===== src/design/sft_pkg.sv =====
// Package for the score field tokenizer: payload structs, character codes,
// result kinds and configuration register indexes. No dependencies.
`timescale 1ns / 1ps

package sft_pkg;

  localparam int unsigned MaxBraceDepth = 255;
  localparam int unsigned DepthW        = $clog2(MaxBraceDepth + 1);
  localparam int unsigned QueueDepth    = 4;
  localparam int unsigned QPtrW         = $clog2(QueueDepth);
  localparam int unsigned QCntW         = $clog2(QueueDepth + 1);
  localparam int unsigned MaskW         = 128;

  localparam logic [7:0] ChHash  = 8'd35;
  localparam logic [7:0] ChQuote = 8'd34;
  localparam logic [7:0] ChOpen  = 8'd123;
  localparam logic [7:0] ChClose = 8'd125;
  localparam logic [7:0] ChTab   = 8'd9;
  localparam logic [7:0] ChNl    = 8'd10;
  localparam logic [7:0] ChSp    = 8'd32;

  localparam logic [1:0] KindChar  = 2'd0;
  localparam logic [1:0] KindBreak = 2'd1;
  localparam logic [1:0] KindEnd   = 2'd2;

  localparam logic [1:0] CfgBreakLow  = 2'd0;
  localparam logic [1:0] CfgBreakHigh = 2'd1;
  localparam logic [1:0] CfgIgnLow    = 2'd2;
  localparam logic [1:0] CfgIgnHigh   = 2'd3;

  typedef struct packed {
    logic [7:0] in_char;
    logic       end_of_input;
  } in_item_t;

  typedef struct packed {
    logic [1:0] kind;
    logic [7:0] out_char;
    logic       brace_error;
    logic       quote_error;
    logic       last;
  } out_item_t;

  // One queue entry: the results caused by one input character.
  typedef struct packed {
    logic      two;
    out_item_t r0;
    out_item_t r1;
  } rec_t;

  function automatic out_item_t make_res(logic [1:0] kind, logic [7:0] ch,
                                         logic be, logic qe);
    out_item_t r;
    r.kind        = kind;
    r.out_char    = ch;
    r.brace_error = be;
    r.quote_error = qe;
    r.last        = 1'b0;
    return r;
  endfunction

  function automatic logic in_mask(logic [MaskW-1:0] m, logic [7:0] c);
    return c[7] ? 1'b0 : m[c[6:0]];
  endfunction

endpackage


===== src/design/sft_front.sv =====
// Front end of the score field tokenizer: accepts characters, holds the
// tokenizer state and the masks, builds a queue record. Uses sft_pkg.
`timescale 1ns / 1ps

module sft_front (
  input  logic               clk_i,
  input  logic               rst_ni,
  input  logic               in_valid_i,
  output logic               in_ready_o,
  input  sft_pkg::in_item_t  in_item_i,
  input  logic               cfg_valid_i,
  input  logic [1:0]         cfg_index_i,
  input  logic [63:0]        cfg_data_i,
  input  logic               q_full_i,
  output logic               q_push_o,
  output sft_pkg::rec_t      q_rec_o
);
  import sft_pkg::*;

  logic [MaskW-1:0]  brk_q, ign_q;
  logic [7:0]        prev_q, prev_d, pchar_q, pchar_d;
  logic              skip_q, skip_d, quote_q, quote_d, start_q, start_d;
  logic              pend_q, pend_d, unbal_q, unbal_d;
  logic [DepthW-1:0] depth_q, depth_d;

  logic              accept;
  logic [7:0]        c, v, lastc;
  logic              do_proc, pc_emit, is_blank;
  out_item_t         pc_res, res0, res1;
  logic [1:0]        n_res;

  assign in_ready_o = !q_full_i;
  assign accept     = in_valid_i && in_ready_o;
  assign c          = in_item_i.in_char;
  assign is_blank   = (c == ChSp) || (c == ChTab) || (c == ChNl);

  always_comb begin
    prev_d  = prev_q;
    pchar_d = pchar_q;
    skip_d  = skip_q;
    quote_d = quote_q;
    start_d = start_q;
    pend_d  = pend_q;
    unbal_d = unbal_q;
    depth_d = depth_q;
    res0    = make_res(KindChar, 8'd0, 1'b0, 1'b0);
    res1    = res0;
    pc_res  = res0;
    n_res   = 2'd0;
    do_proc = 1'b0;
    pc_emit = 1'b0;
    lastc   = prev_q;
    v       = c;

    if (in_item_i.end_of_input) begin
      if (pend_q) begin
        res0   = make_res(KindBreak, pchar_q, 1'b0, 1'b0);
        res1   = make_res(KindEnd, 8'd0, (depth_q != '0) || unbal_q, quote_q);
        n_res  = 2'd2;
        pend_d = 1'b0;
      end else begin
        res0  = make_res(KindEnd, 8'd0, (depth_q != '0) || unbal_q, quote_q);
        n_res = 2'd1;
      end
      start_d = 1'b1;
      skip_d  = 1'b0;
      prev_d  = ChNl;
    end else if (pend_q) begin
      if (is_blank) begin
        pchar_d = c;
      end else begin
        pend_d  = 1'b0;
        start_d = 1'b1;
        n_res   = 2'd1;
        if (in_mask(brk_q, c)) begin
          prev_d = c;
          res0   = make_res(KindBreak, c, 1'b0, 1'b0);
        end else begin
          res0    = make_res(KindBreak, pchar_q, 1'b0, 1'b0);
          do_proc = 1'b1;
        end
      end
    end else begin
      do_proc = 1'b1;
    end

    if (do_proc) begin
      prev_d = c;
      if (skip_q) begin
        if (c == ChNl) skip_d = 1'b0;
      end else if (c == ChHash) begin
        if (lastc == ChNl) skip_d = 1'b1;
      end else if (depth_q == '0 && c == ChQuote) begin
        quote_d = !quote_q;
      end else if (depth_q == '0 && quote_q) begin
        pc_res  = make_res(KindChar, c, 1'b0, 1'b0);
        pc_emit = 1'b1;
        start_d = 1'b0;
      end else begin
        if (c == ChTab || c == ChNl) v = ChSp;
        if (v == ChOpen) begin
          if (depth_q < DepthW'(MaxBraceDepth)) depth_d = depth_q + 1'b1;
        end else if (v == ChClose) begin
          if (depth_q == '0) unbal_d = 1'b1;
          else depth_d = depth_q - 1'b1;
        end else if (depth_q != '0) begin
          // inside a brace comment: dropped
        end else if (start_d && v == ChSp) begin
          // leading blank: dropped
        end else if (in_mask(ign_q, v)) begin
          // ignored code: dropped
        end else if (!in_mask(brk_q, v)) begin
          pc_res  = make_res(KindChar, v, 1'b0, 1'b0);
          pc_emit = 1'b1;
          start_d = 1'b0;
        end else if (v == ChSp) begin
          pend_d  = 1'b1;
          pchar_d = ChSp;
        end else begin
          pc_res  = make_res(KindBreak, v, 1'b0, 1'b0);
          pc_emit = 1'b1;
          start_d = 1'b1;
        end
      end
      if (pc_emit) begin
        if (n_res == 2'd0) res0 = pc_res;
        else res1 = pc_res;
        n_res = n_res + 2'd1;
      end
    end
  end

  always_comb begin
    q_rec_o         = '{two: (n_res == 2'd2), r0: res0, r1: res1};
    q_rec_o.r0.last = (n_res == 2'd1);
    q_rec_o.r1.last = 1'b1;
    q_push_o        = accept && (n_res != 2'd0);
  end

  always_ff @(posedge clk_i or negedge rst_ni) begin
    if (!rst_ni) begin
      brk_q   <= MaskW'(1) << 32;
      ign_q   <= '0;
      prev_q  <= ChNl;
      pchar_q <= ChSp;
      skip_q  <= 1'b0;
      quote_q <= 1'b0;
      start_q <= 1'b1;
      pend_q  <= 1'b0;
      unbal_q <= 1'b0;
      depth_q <= '0;
    end else begin
      if (cfg_valid_i) begin
        case (cfg_index_i)
          CfgBreakLow:  brk_q[63:0]   <= cfg_data_i;
          CfgBreakHigh: brk_q[127:64] <= cfg_data_i;
          CfgIgnLow:    ign_q[63:0]   <= cfg_data_i;
          CfgIgnHigh:   ign_q[127:64] <= cfg_data_i;
          default: ;
        endcase
      end
      if (accept) begin
        prev_q  <= prev_d;
        pchar_q <= pchar_d;
        skip_q  <= skip_d;
        quote_q <= quote_d;
        start_q <= start_d;
        pend_q  <= pend_d;
        unbal_q <= unbal_d;
        depth_q <= depth_d;
      end
    end
  end

endmodule


===== src/design/sft_queue.sv =====
// Short record queue between front and back of the score field tokenizer.
// Uses sft_pkg.
`timescale 1ns / 1ps

module sft_queue (
  input  logic          clk_i,
  input  logic          rst_ni,
  input  logic          push_i,
  input  sft_pkg::rec_t rec_i,
  output logic          full_o,
  input  logic          pop_i,
  output logic          valid_o,
  output sft_pkg::rec_t rec_o
);
  import sft_pkg::*;

  rec_t             mem_q [QueueDepth];
  logic [QPtrW-1:0] wr_q, rd_q;
  logic [QCntW-1:0] cnt_q;

  assign full_o  = (cnt_q == QCntW'(QueueDepth));
  assign valid_o = (cnt_q != '0);
  assign rec_o   = mem_q[rd_q];

  always_ff @(posedge clk_i) begin
    if (push_i) mem_q[wr_q] <= rec_i;
  end

  always_ff @(posedge clk_i or negedge rst_ni) begin
    if (!rst_ni) begin
      wr_q  <= '0;
      rd_q  <= '0;
      cnt_q <= '0;
    end else begin
      if (push_i) wr_q <= wr_q + 1'b1;
      if (pop_i)  rd_q <= rd_q + 1'b1;
      if (push_i && !pop_i)      cnt_q <= cnt_q + 1'b1;
      else if (pop_i && !push_i) cnt_q <= cnt_q - 1'b1;
    end
  end

endmodule


===== src/design/sft_back.sv =====
// Back end of the score field tokenizer: unpacks queue records into single
// results and drives the output register. Uses sft_pkg.
`timescale 1ns / 1ps

module sft_back (
  input  logic               clk_i,
  input  logic               rst_ni,
  input  logic               q_valid_i,
  input  sft_pkg::rec_t      q_rec_i,
  output logic               q_pop_o,
  output logic               out_valid_o,
  input  logic               out_ready_i,
  output sft_pkg::out_item_t out_item_o
);
  import sft_pkg::*;

  logic      out_valid_q, sec_valid_q, load;
  out_item_t out_q, sec_q;

  assign load        = !out_valid_q || out_ready_i;
  assign q_pop_o     = load && !sec_valid_q && q_valid_i;
  assign out_valid_o = out_valid_q;
  assign out_item_o  = out_q;

  always_ff @(posedge clk_i) begin
    if (load && sec_valid_q) out_q <= sec_q;
    else if (q_pop_o)        out_q <= q_rec_i.r0;
    if (q_pop_o)             sec_q <= q_rec_i.r1;
  end

  always_ff @(posedge clk_i or negedge rst_ni) begin
    if (!rst_ni) begin
      out_valid_q <= 1'b0;
      sec_valid_q <= 1'b0;
    end else if (load) begin
      if (sec_valid_q) begin
        out_valid_q <= 1'b1;
        sec_valid_q <= 1'b0;
      end else begin
        out_valid_q <= q_valid_i;
        sec_valid_q <= q_valid_i && q_rec_i.two;
      end
    end
  end

endmodule


===== src/design/score_field_tokenizer_top.sv =====
// Top level of the score field tokenizer: front end, record queue, back end.
// Uses sft_pkg, sft_front, sft_queue and sft_back.
`timescale 1ns / 1ps

// Splits a character stream into fields. One character is taken per clock
// whenever the four-entry record queue has room; the front end resolves
// comments, quotes, braces and the blank wait combinationally and writes
// one record of the character's results (one or two), none if it has none.
// The back end hands out one result per cycle through a registered output
// while the output is ready, so a character with two results takes two
// output transfers; the queue absorbs these bursts, and input and output
// stall independently. The mask registers are written on the configuration
// port at any time it is valid (always ready), and are meant to change
// only while the block is idle.
module score_field_tokenizer_top (
  input  logic               clk_i,
  input  logic               rst_ni,
  input  logic               in_valid_i,
  output logic               in_ready_o,
  input  sft_pkg::in_item_t  in_item_i,
  output logic               out_valid_o,
  input  logic               out_ready_i,
  output sft_pkg::out_item_t out_item_o,
  input  logic               cfg_valid_i,
  output logic               cfg_ready_o,
  input  logic [1:0]         cfg_index_i,
  input  logic [63:0]        cfg_data_i
);
  import sft_pkg::*;

  logic q_full, q_push, q_pop, q_valid;
  rec_t rec_in, rec_out;

  assign cfg_ready_o = 1'b1;

  sft_front u_front (
    .clk_i       (clk_i),
    .rst_ni      (rst_ni),
    .in_valid_i  (in_valid_i),
    .in_ready_o  (in_ready_o),
    .in_item_i   (in_item_i),
    .cfg_valid_i (cfg_valid_i),
    .cfg_index_i (cfg_index_i),
    .cfg_data_i  (cfg_data_i),
    .q_full_i    (q_full),
    .q_push_o    (q_push),
    .q_rec_o     (rec_in)
  );

  // Records of one transfer each; decouples the character side from the
  // result side.
  sft_queue u_queue (
    .clk_i   (clk_i),
    .rst_ni  (rst_ni),
    .push_i  (q_push),
    .rec_i   (rec_in),
    .full_o  (q_full),
    .pop_i   (q_pop),
    .valid_o (q_valid),
    .rec_o   (rec_out)
  );

  sft_back u_back (
    .clk_i       (clk_i),
    .rst_ni      (rst_ni),
    .q_valid_i   (q_valid),
    .q_rec_i     (rec_out),
    .q_pop_o     (q_pop),
    .out_valid_o (out_valid_o),
    .out_ready_i (out_ready_i),
    .out_item_o  (out_item_o)
  );

endmodule

===== config.mk =====
export PLATFORM = sky130hd
export DESIGN_NAME = score_field_tokenizer_top
export DESIGN_NICKNAME = d
export VERILOG_FILES = /design/src/design/sft_pkg.sv /design/src/design/sft_front.sv /design/src/design/sft_queue.sv /design/src/design/sft_back.sv /design/src/design/score_field_tokenizer_top.sv
export SDC_FILE = /design/constraint.sdc
export NUM_CORES = 1
export LEC_CHECK = 0
export BUFFER_PORTS_ARGS = -buffer_cell sky130_fd_sc_hd__buf_4
export CORE_ASPECT_RATIO = 2
export CORE_MARGIN = 2
export CORE_UTILIZATION = 55
export CTS_CLUSTER_SIZE = 10
export DETAILED_ROUTE_END_ITERATION = 12
export PLACE_DENSITY = 0.73
export SKIP_CTS_REPAIR_TIMING = 1
export SYNTH_ARGS = -nofsm -noshare
export SYNTH_HDL_FRONTEND = slang
export SYNTH_HIERARCHICAL = 1
export SYNTH_SLANG_ARGS = --single-unit
export TNS_END_PERCENT = 1

===== constraint.sdc =====
create_clock -name clk_i -period 4.32 [get_ports clk_i]
set_input_delay 0.216 -clock clk_i [delete_from_list [all_inputs] [get_ports clk_i]]
set_output_delay 0.216 -clock clk_i [all_outputs]
set_load 0.005 [all_outputs]

## After elaboration in Yosys (flattened, before gate mapping)

Memories as Yosys holds them, arrays and structs flattened.
Cells that the tools add are included.

- Output and inout bits: 16
- Register bits: 320
- Input bits: 80
- Memories: 1
- Bits in writable memories: 104

- Reduce and logical (&&, ||, !) cells: 41
- Eq/ne operators: 18
- $add $sub $neg: 7
- Multiplexer cells: 129
- Bitwise operators: 5
- Magnitude comparators: 3

Memory list:

| memory | depth | bits a word | read ports | clocked after memory_dff | write ports | line | RTL |
|---|---|---|---|---|---|---|---|
| u_queue.mem_q | 4 | 26 | 1 | 0 | 1 | sft_queue.sv:17 | `rec_t mem_q [QueueDepth];` |

Operator list:

| cell | number |
|---|---|
| two-way mux 13 bit | 24 |
| two-way mux 8 bit | 30 |
| two-way mux 1 bit | 63 |
| == test 8 x 6 -> 1 bit, second input constant | 4 |
| == test 8 x 4 -> 1 bit, second input constant | 3 |
| binary-select mux 1 bit (select 7 bit) | 3 |
| AND reduction 9 bit | 2 |
| == test 8 x 7 -> 1 bit, second input constant | 2 |
| < comparator 7 x 8 -> 1 bit, second input constant | 2 |
| two-way mux 12 bit | 1 |
| logical AND 1 bit | 11 |
| two-way mux 11 bit | 1 |
| two-way mux 2 bit | 5 |
| nonzero test 3 bit | 3 |
| adder 8 x 1 -> 8 bit, second input constant | 1 |
| zero test 8 bit | 1 |
| < comparator 8 bit, second input constant | 1 |
| AND reduction 2 bit | 4 |
| nonzero test 2 bit | 4 |
| nonzero test 8 bit | 1 |
| subtractor 8 x 1 -> 8 bit, second input constant | 1 |
| adder 2 x 1 -> 2 bit, second input constant | 3 |
| == test 2 bit, second input constant | 3 |
| zero test 1 bit | 6 |
| other kinds (12) | 24 |

## Longest topological paths before layout

Gate-level depths: netlist of run 1.

- Depth after elaboration: 30
- Gate-level depth with buffers: 21
- Mapped depth without buffers: 16

## Hierarchy

The synthesis of run 1 kept the hierarchy.

By module, submodules not included:

| module | sequential area each (µm²) | area each (µm²) | times used | cells each |
|---|---|---|---|---|
| sft_front | 7138.1 | 15108.2 | 1 | 1257 |
| sft_queue | 3418.3 | 4300.4 | 1 | 175 |
| sft_back | 830.8 | 1094.8 | 1 | 49 |
| score_field_tokenizer_top | 0.0 | 11.3 | 1 | 2 |

## Worst setup path before layout of run 1

Ideal clock, no wire load.

- Path type: input to register
- From: in in_item_i[3] (netlist bit)
- To: mem u_queue/mem_q[0][0] (netlist bit), enable pin
- Data arrival time: 3.624 ns
- Required time: 3.934 ns
- Path slack: 0.310 ns
- Cell stages on the path: 13
- Cell sequence: buf_4 or4_1 buf_6 o21ai_4 o221ai_2 a2111oi_1 a211oi_1 a32oi_2 o21ai_4 mux2i_1 nor3b_2 o31a_1 and2_1

- Word-level cells in the longest chain between the ends: 28
- Elaborated cells between the ends (all ways): 57
- Those cells by class: 1 x add/sub; 8 x eq/ne; 41 x mux; 7 x reduce/logical

Ends and longest elaborated chain:

| item | line | RTL |
|---|---|---|
| from (decl) | score_field_tokenizer_top.sv:20 | `input sft_pkg::in_item_t in_item_i,` |
| == test 8 x 4 -> 1 bit | sft_front.sv:35, sft_front.sv:100 |  |
| logical OR 1 bit | sft_front.sv:100 | `if (c == ChTab \|\| c == ChNl) v = ChSp;` |
| two-way mux 8 bit | sft_front.sv:100 |  |
| two-way mux 8 bit | sft_front.sv:95 | `end else if (depth_q == '0 && quote_q) begin` |
| two-way mux 8 bit | sft_front.sv:93 | `end else if (depth_q == '0 && c == ChQuote) begin` |
| two-way mux 8 bit | sft_front.sv:91 | `end else if (c == ChHash) begin` |
| two-way mux 8 bit | sft_front.sv:89 | `if (skip_q) begin` |
| two-way mux 8 bit | sft_front.sv:87 | `if (do_proc) begin` |
| [13 not listed] | n/a |  |
| two-way mux 1 bit | sft_front.sv:87 |  |
| two-way mux 2 bit | sft_front.sv:125 | `if (pc_emit) begin` |
| two-way mux 2 bit (*) | sft_front.sv:87 |  |
| nonzero test 2 bit (*) | sft_front.sv:137 | `q_push_o = accept && (n_res != 2'd0);` |
| logical AND 1 bit (*) | sft_front.sv:137 |  |
| net q_push | score_field_tokenizer_top.sv:31 | `logic q_full, q_push, q_pop, q_valid;` |
| two-way mux 1 bit (*) | sft_queue.sv:26 | `if (push_i) mem_q[wr_q] <= rec_i;` |
| two-way mux 1 bit (implied by the code) (*) | sft_queue.sv:26 |  |
| to (decl) | sft_queue.sv:17 |  |

Mark *: on every way through the listed nets, which the timed path passes. The rest lies on a longest branch. The select of a mux whose other input is x is not followed.

## Worst setup path after layout of run 1

- From: reg u_front.brk_q[113]
- To: reg u_queue.cnt_q[1]

- Word-level cells in the longest chain between the ends: 21
- Elaborated cells between the ends (all ways): 30
- Those cells by class: 24 x mux; 6 x reduce/logical

Ends and longest elaborated chain:

| item | line | RTL |
|---|---|---|
| from (decl) | sft_front.sv:20 | `logic [MaskW-1:0] brk_q, ign_q;` |
| from (signal assigned) | sft_front.sv:142 | `brk_q <= MaskW'(1) << 32;` |
| from (signal assigned) | sft_front.sv:156 | `CfgBreakHigh: brk_q[127:64] <= cfg_data_i;` |
| binary-select mux 1 bit (select 7 bit) | sft_pkg.sv:63 | `return c[7] ? 1'b0 : m[c[6:0]];` |
| two-way mux 1 bit (implied by the code) | sft_pkg.sv:63 |  |
| two-way mux 1 bit | sft_pkg.sv:63 |  |
| two-way mux 1 bit | sft_front.sv:112 | `end else if (!in_mask(brk_q, v)) begin` |
| two-way mux 1 bit | sft_front.sv:110 | `end else if (in_mask(ign_q, v)) begin` |
| two-way mux 1 bit | sft_front.sv:108 | `end else if (start_d && v == ChSp) begin` |
| two-way mux 1 bit | sft_front.sv:106 | `end else if (depth_q != '0) begin` |
| two-way mux 1 bit | sft_front.sv:103 | `end else if (v == ChClose) begin` |
| [6 not listed] | n/a |  |
| two-way mux 2 bit | sft_front.sv:125 |  |
| two-way mux 2 bit (*) | sft_front.sv:87 |  |
| nonzero test 2 bit (*) | sft_front.sv:137 |  |
| logical AND 1 bit (*) | sft_front.sv:137 |  |
| net q_push | score_field_tokenizer_top.sv:31 |  |
| zero test 1 bit | sft_queue.sv:38 | `else if (pop_i && !push_i) cnt_q <= cnt_q - 1'b1;` |
| logical AND 1 bit | sft_queue.sv:38 |  |
| nonzero test 2 bit (no line) | n/a |  |
| to (signal assigned) | sft_queue.sv:37 | `if (push_i && !pop_i) cnt_q <= cnt_q + 1'b1;` |
| to (signal assigned) | sft_queue.sv:38 |  |
| to (decl) | sft_queue.sv:19 | `logic [QCntW-1:0] cnt_q;` |

Marks and branches as above.
A chain may end at the register's enable or synchronous reset.

==> results.ini, run 1 <==
[final_layout]
final_cell_mix = 288 x dfrtp_1, 268 x mux2_2, 181 x buf_4
final_cells = 2177
fin_area_um2 = 24200
regArea_um2 = 11400
area_growth_syn_to_layout_pct = 17.9
drive_above_1_share_pct = 35.4
nNetsFinal = 1790
layout_commonest_cell = dfrtp_1
multiInputGateArea_um2 = 8490
fill_cells = 2821
n_antenna_cell = 0

[logic_synthesis]
synth_fa_ha_area_share_pct = 0.927
synth_top_area_share_pct = 35.3
synth_warnings = 6
synth_compound_area_share_pct = 9.86
ys_types = 107
yosys.area_share.xor_xnor_pct = 0.683
synth-edff-count = 134
synth_seq_cells = 428
synth.avg_cell_area_um2 = 13.8
synth_simple_gate_area_share_pct = 7.18
synth_top_family_by_area = multiplexers
synth_top_cell_by_area = dfrtp_1
synth-seq-area-share_pct = 55.5
syn_inst = 1483
netlist_area_um2 = 20500
dominantRegCellSynth = dfrtp_1
synth_fp_nets = 1577
ys_async_sr_fraction_pct = 68.7
synth_area_leaders = dfrtp_1 35%, edfxtp_1 20%, mux2_2 15%
muxShareOfSynthArea_pct = 22.6

[timing]
tns_ns = 0
timing.slew.headroom_pct = 23.2
layout_setup_ws_ns = 0.448
slew_viol_final = 0
hold_viol_final = 0
tightest_slew_ns = 1.15
fin_crit_ns = 3.87
rsz0062_at_grt = no
whs_ns = 0.0285
max_freq_mhz = 258
finalClockSkew_ns = 0.0129
period_share_pct = 89.6
finalSetupViolCount = 0

[clock_tree]
htreeDepth = 2
clkLatencyLatePin_ns = 0.57
clk_path_buf_depth = 3
clock-sinks = 428
clock-root-buffer = clkbuf_16
clkTransAtPathRegs_ns = 0.06
cts_buffers = 48
cts_tree = done

[setup_path]
cp_max_fo = 3
reg2reg_depth = 14
worstPathRequired_ns = 4.77
cp-end-kind = flop
cp_data_arrival_time_ns = 4.32
start_kind = flop
worst-setup-path-type = flop to flop

[power]
leakagePower_nw = 9.89
ir_worst_vdd_mv = 0.378
power.density_nw_per_um2 = 512

[drt]
drt_iter0_markers = 783
vias_per_cell = 6.35
route.vias.total = 13820
ant_nets = 0
remaining_drc_errors = 0
totalWireLength_um = 59600
dr.pass1.iters = 5
wire_per_inst_um = 27.4

[place]
place_congestion = 0.978
port_buffers = 94
dp_hpwl_um = 42600
dpl-instance-area_um2 = 22200
dp.cells = 2040
post-place-ws_ns = 0.104

[flow_run]
max_cap_violations = 0

[global_routing]
grt_pass1_wl_um = 89300
grt_max_degree = 98
antenna_found_initial = 0
gr-total-overflow = 0
grt_pass1_vias = 14444
grt_usage_pct = 30.6

[floorplan]
initial_core_util_pct = 55.4
io_pins = 96
dieHeight_um = 277
placementRows = 100
die_width_um = 141
dieArea_um2 = 39000
core_area_um2 = 37000

[worst_hold_path]
hold_path.class = primary input to flop
whs_path_depth = 2

[status]
outcome = finished clean

## kinds of logic after synthesis
| family | after synthesis |
|---|---|
| adders and majority gates | 14 |
| muxes | 372 |
| DFF | 428 |
| AOI/OAI and AO/OA | 268 |
| buffers and inverters | 120 |
| xor gates and xnor gates | 16 |
| other | 2 |
| and+or+nand+nor | 263 |
## final timing paths
check / startpoint / to / slack [ns]
worst max-delay path: u_front/brk_q[113] / u_queue/cnt_q[1] / 0.45
worst min-delay path: in_item_i[0] / u_front/lastc[6] / 0.03
worst max register to register: u_front/brk_q[113] / u_queue/cnt_q[1] / 0.45
worst min register to register: u_front/unbal_q / u_front/unbal_q / 0.47
max in group asynchronous: rst_ni / u_front/brk_q[63] / 2.97
min in group asynchronous: rst_ni / u_queue/rd_q[1] / 0.25
## report_power, final
part           internal, mW  switching (mW)  total, mW
registers              5.19           0.582       5.77
logic                  1.57            1.45       3.02
clock network          2.05            1.54       3.59
## synthesized netlist by cell type (11+ instances only)
cell type and n:
dfrtp_1 289, mux2_2 268, edfxtp_1 134, nor2_1 60
mux2i_1 54, nand2_1 51, clkbuf_1 46, a21oi_1 39
o21ai_0 36, mux4_2 35, buf_2 26, nand2b_1 24
inv_1 21, nor3_1 20, o22ai_1 19, o221ai_1 18
nor2b_1 17, and2_1 15, nand3_1 15, o31ai_1 15
a22oi_1 14, o211ai_1 13, ha_1 12, buf_4 11
## layout make-up
cell class                 count  area share (%)
sequential                   428            47.1
multi-input combinational    935            35.1
timing repair buffer         261            9.53
clock buffer                  69            5.33
tap                          459            2.38
inverter                      22           0.342
clock inverter                 3           0.202
## flip-flops by register name, indices dropped and copies added, names as in the netlist
name / count
u_front/brk_q: 128
u_front/ign_q: 128
u_queue/mem_q: 108
u_back/out_item_o: 13
u_back/sec_q: 13
u_front/depth_q: 8
u_front/lastc: 8
u_front/pchar_q: 8
u_queue/cnt_q: 3
u_queue/rd_q: 2
u_queue/wr_q: 2
u_back/out_valid_o: 1
u_back/sec_valid_q: 1
u_front/pend_q: 1
u_front/quote_q: 1
u_front/skip_q: 1
u_front/start_q: 1
u_front/unbal_q: 1
## through the flow
step,utilization (%),power (mW)
after floorplan,-,7.61
after global placement,59.9,8.71
after detailed placement,59.9,8.82
after CTS,63.5,12.4
after global routing,65.3,12.9
final,65.3,12.4
## per-layer routing
layer	share of wire, %	wire, µm	vias up	track usage [%]
li1	-	-	6037	-
met1	34	20300	7072	33.0
met2	54	32000	478	55.5
met3	3.8	2280	233	3.65
met4	8.3	4960	0	21.0
met5	0	0	-	0
## worst max-delay path, cell delays in order (launching register included)
cell and delay, ns:
dfrtp_1 0.42, mux4_1 0.56, mux4_2 0.47, mux2i_1 0.22
and3_1 0.19, a41o_1 0.15, or4_4 0.16, nand3_1 0.07
mux2i_1 0.20, nor3b_2 0.08, o31a_1 0.30, ha_1 0.21
inv_1 0.07, fa_1 0.40, mux2_2 0.26
(Power assumes the default switching activity.)
==> run 2, diff against run 1 <==
--- a/config.mk
+++ b/config.mk
@@ -13,3 +13,3 @@
 export DETAILED_ROUTE_END_ITERATION = 12
-export PLACE_DENSITY = 0.73
+export PLACE_DENSITY = 0.71
 export SKIP_CTS_REPAIR_TIMING = 1
==> constraint.sdc (replaced) <==
create_clock -name clk_i -period 4.32 [get_ports clk_i]
set_input_delay 0.864 -clock clk_i [delete_from_list [all_inputs] [get_ports clk_i]]
set_output_delay 0.864 -clock clk_i [all_outputs]
set_load 0.005 [all_outputs]
==> results.ini, run 2 (synthesis results as in run 1) <==
[status]
outcome = finished clean

[final_layout]
drive_above_1_share_pct = 42.0  ; +6.6 points
n_antenna_cell = 0  ; unchanged
fill_cells = 2800  ; -0.74%
final_cells = 2211  ; +1.6%
top_regs = u_front/brk_q: 128 flops, u_front/ign_q: 128 flops, u_queue/mem_q: 108 flops
final_cell_mix = 288 x dfrtp_1, 268 x mux2_2, 267 x buf_4
fin_area_um2 = 24500  ; +1.4%
area_growth_syn_to_layout_pct = 19.6
nNetsFinal = 1825  ; +2.0%
layout_commonest_cell = dfrtp_1

[global_routing]
grt_usage_pct = 31.1  ; +0.42 points
gr-total-overflow = 0  ; unchanged
grt_max_degree = 103  ; +5.1%
antenna_found_initial = 0  ; unchanged
grt_pass1_vias = 15080  ; +4.4%
grt_pass1_wl_um = 90400  ; +1.3%

[power]
power.density_nw_per_um2 = 509  ; -0.56%
ir_worst_vdd_mv = 0.361  ; -4.5%
leakagePower_nw = 10.2  ; +2.7%

[clock_tree]
clk_path_buf_depth = 3  ; unchanged
clock-sinks = 428  ; unchanged
clkLatencyLatePin_ns = 0.56  ; about the same
clkTransAtPathRegs_ns = 0.06  ; about the same
clock-root-buffer = clkbuf_16
cts_tree = done
cts_buffers = 48  ; unchanged
htreeDepth = 2  ; unchanged

[floorplan]
dieArea_um2 = 39000  ; unchanged
placementRows = 100  ; unchanged
io_pins = 96  ; unchanged
die_width_um = 141  ; unchanged
initial_core_util_pct = 55.4  ; unchanged
dieHeight_um = 277  ; unchanged
core_area_um2 = 37000  ; unchanged

[drt]
route.vias.total = 13938  ; +0.85%
wire_per_inst_um = 26.9  ; -1.6%
dr.pass1.iters = 6  ; +1
ant_nets = 0  ; unchanged
drt-met1-wl_um = 19700  ; -3.2%
top_layer = met4
met3_length_um = 2340  ; +2.5%
drt_iter0_markers = 956  ; +22%
wl_met2_um = 32600  ; +2.0%
totalWireLength_um = 59600  ; about the same
remaining_drc_errors = 0  ; unchanged
vias_per_cell = 6.30  ; -0.70%

[place]
dp_hpwl_um = 44500  ; +4.6%
port_buffers = 94  ; unchanged
place_congestion = 1.02  ; +4.6%
dpl-instance-area_um2 = 23000  ; +3.6%
dp.cells = 2129  ; +4.4%

[timing]
hold_viol_final = 0  ; unchanged
slew_viol_final = 0  ; unchanged
finalClockSkew_ns = 0.0154  ; +0.00252 ns
tightest_slew_ns = 1.08  ; -0.0680 ns
rsz0062_at_grt = yes
period_share_pct = 97.6  ; +7.9 points
fin_crit_ns = 4.21  ; +0.342 ns
max_freq_mhz = 237  ; -8.1%
finalSetupViolCount = 0  ; unchanged
timing.slew.headroom_pct = 27.9  ; +4.7 points
whs_ns = 0.300  ; +0.272 ns

[setup_path]
start_kind = primary input
r2r-end = u_queue/cnt_q[1]
reg2reg_from = u_front/depth_q[1]
worst-setup-path-type = primary input to flop
cp_data_arrival_time_ns = 4.69  ; +0.37 ns
worstPathRequired_ns = 4.80  ; +0.03 ns
cp-end-kind = flop
cp_max_fo = 7  ; +4
reg2reg_slack_ns = 0.34  ; -0.11 ns
reg2reg_depth = 13  ; -1

[worst_hold_path]
hold_path.class = primary input to asynchronous set/reset pin

[flow_run]
max_cap_violations = 0  ; unchanged

==> run 2: cell types whose count changed in the layout (fill, tap and decap cells not counted), moves of 4 or more <==
cell           previous run  this run
dlygate4sd3_1            65         0
and2_1                   15        11
buf_6                     0         4
buf_4                   181       267
and2_2                    0         4
buf_12                   14        24
==> run 2: how the worst max path moves through the flow <==
stage / end / startpoint / cells past startpoint
final: u_queue/cnt_q[2] / in_item_i[3] / 18
after global routing: u_queue/cnt_q[2] / in_item_i[1] / 21
after CTS: u_queue/cnt_q[2] / in_item_i[5] / 18
after detailed placement: u_queue/cnt_q[2] / in_item_i[5] / 18
after global placement: u_queue/cnt_q[2] / in_item_i[5] / 18
after floorplan: u_queue/cnt_q[2] / in_item_i[3] / 19
==> run 2: area by class of cell <==
cell class              count  area [µm²]  area share [%]
multi-input cells         935        8620            35.2
well taps                 459         574            2.34
inverters                  22        82.6           0.337
clock inverters             2        25.0           0.102
clock buffers              69        1290            5.26
flip-flops and latches    428       11400            46.4
repair buffers            296        2540            10.4
==> run 2: layer usage <==
| metal | GRT usage, % | vias up |
|---|---|---|
| met1 | 31.9 | 7048 |
| met2 | 57.9 | 548 |
| met5 | 0 | - |
| li1 | - | 6114 |
| met4 | 21.8 | 0 |
| met3 | 3.29 | 228 |
==> run 2: worst max-delay path: stages <==
cell and delay [ns]:
buf_4 0.13, or4_4 0.61, o21ai_4 0.35, buf_6 0.19
o221ai_2 0.09, a21oi_1 0.18, o22ai_2 0.14, a211oi_2 0.37
o21ai_4 0.12, mux2i_2 0.17, nor3b_2 0.24, o31a_1 0.23
ha_2 0.21, inv_2 0.04, fa_2 0.34, xor2_1 0.14
nor2_1 0.12, xor2_1 0.16
==> run 2: report_power, final <==
group	switching (mW)	internal, mW	total, mW
clock	1.51	2.04	3.55
combinational	1.49	1.66	3.15
sequential	0.594	5.19	5.79
total	3.60	8.89	12.5
==> run 2: per-stage QoR <==
| stage | setup WS, ns | power (mW) | utilization [%] | TNS [ns] |
|---|---|---|---|---|
| after floorplan | -0.175 | 7.61 | - | -0.333 |
| after CTS | 0.0393 | 12.5 | 65.6 | 0 |
| final | 0.106 | 12.5 | 66.2 | 0 |
| after detailed placement | -0.550 | 8.97 | 62.1 | -54.46 |
| after global placement | -0.499 | 8.87 | 62.1 | -47.82 |
| after global routing | -0.0443 | 13.0 | 66.2 | -0.0691 |
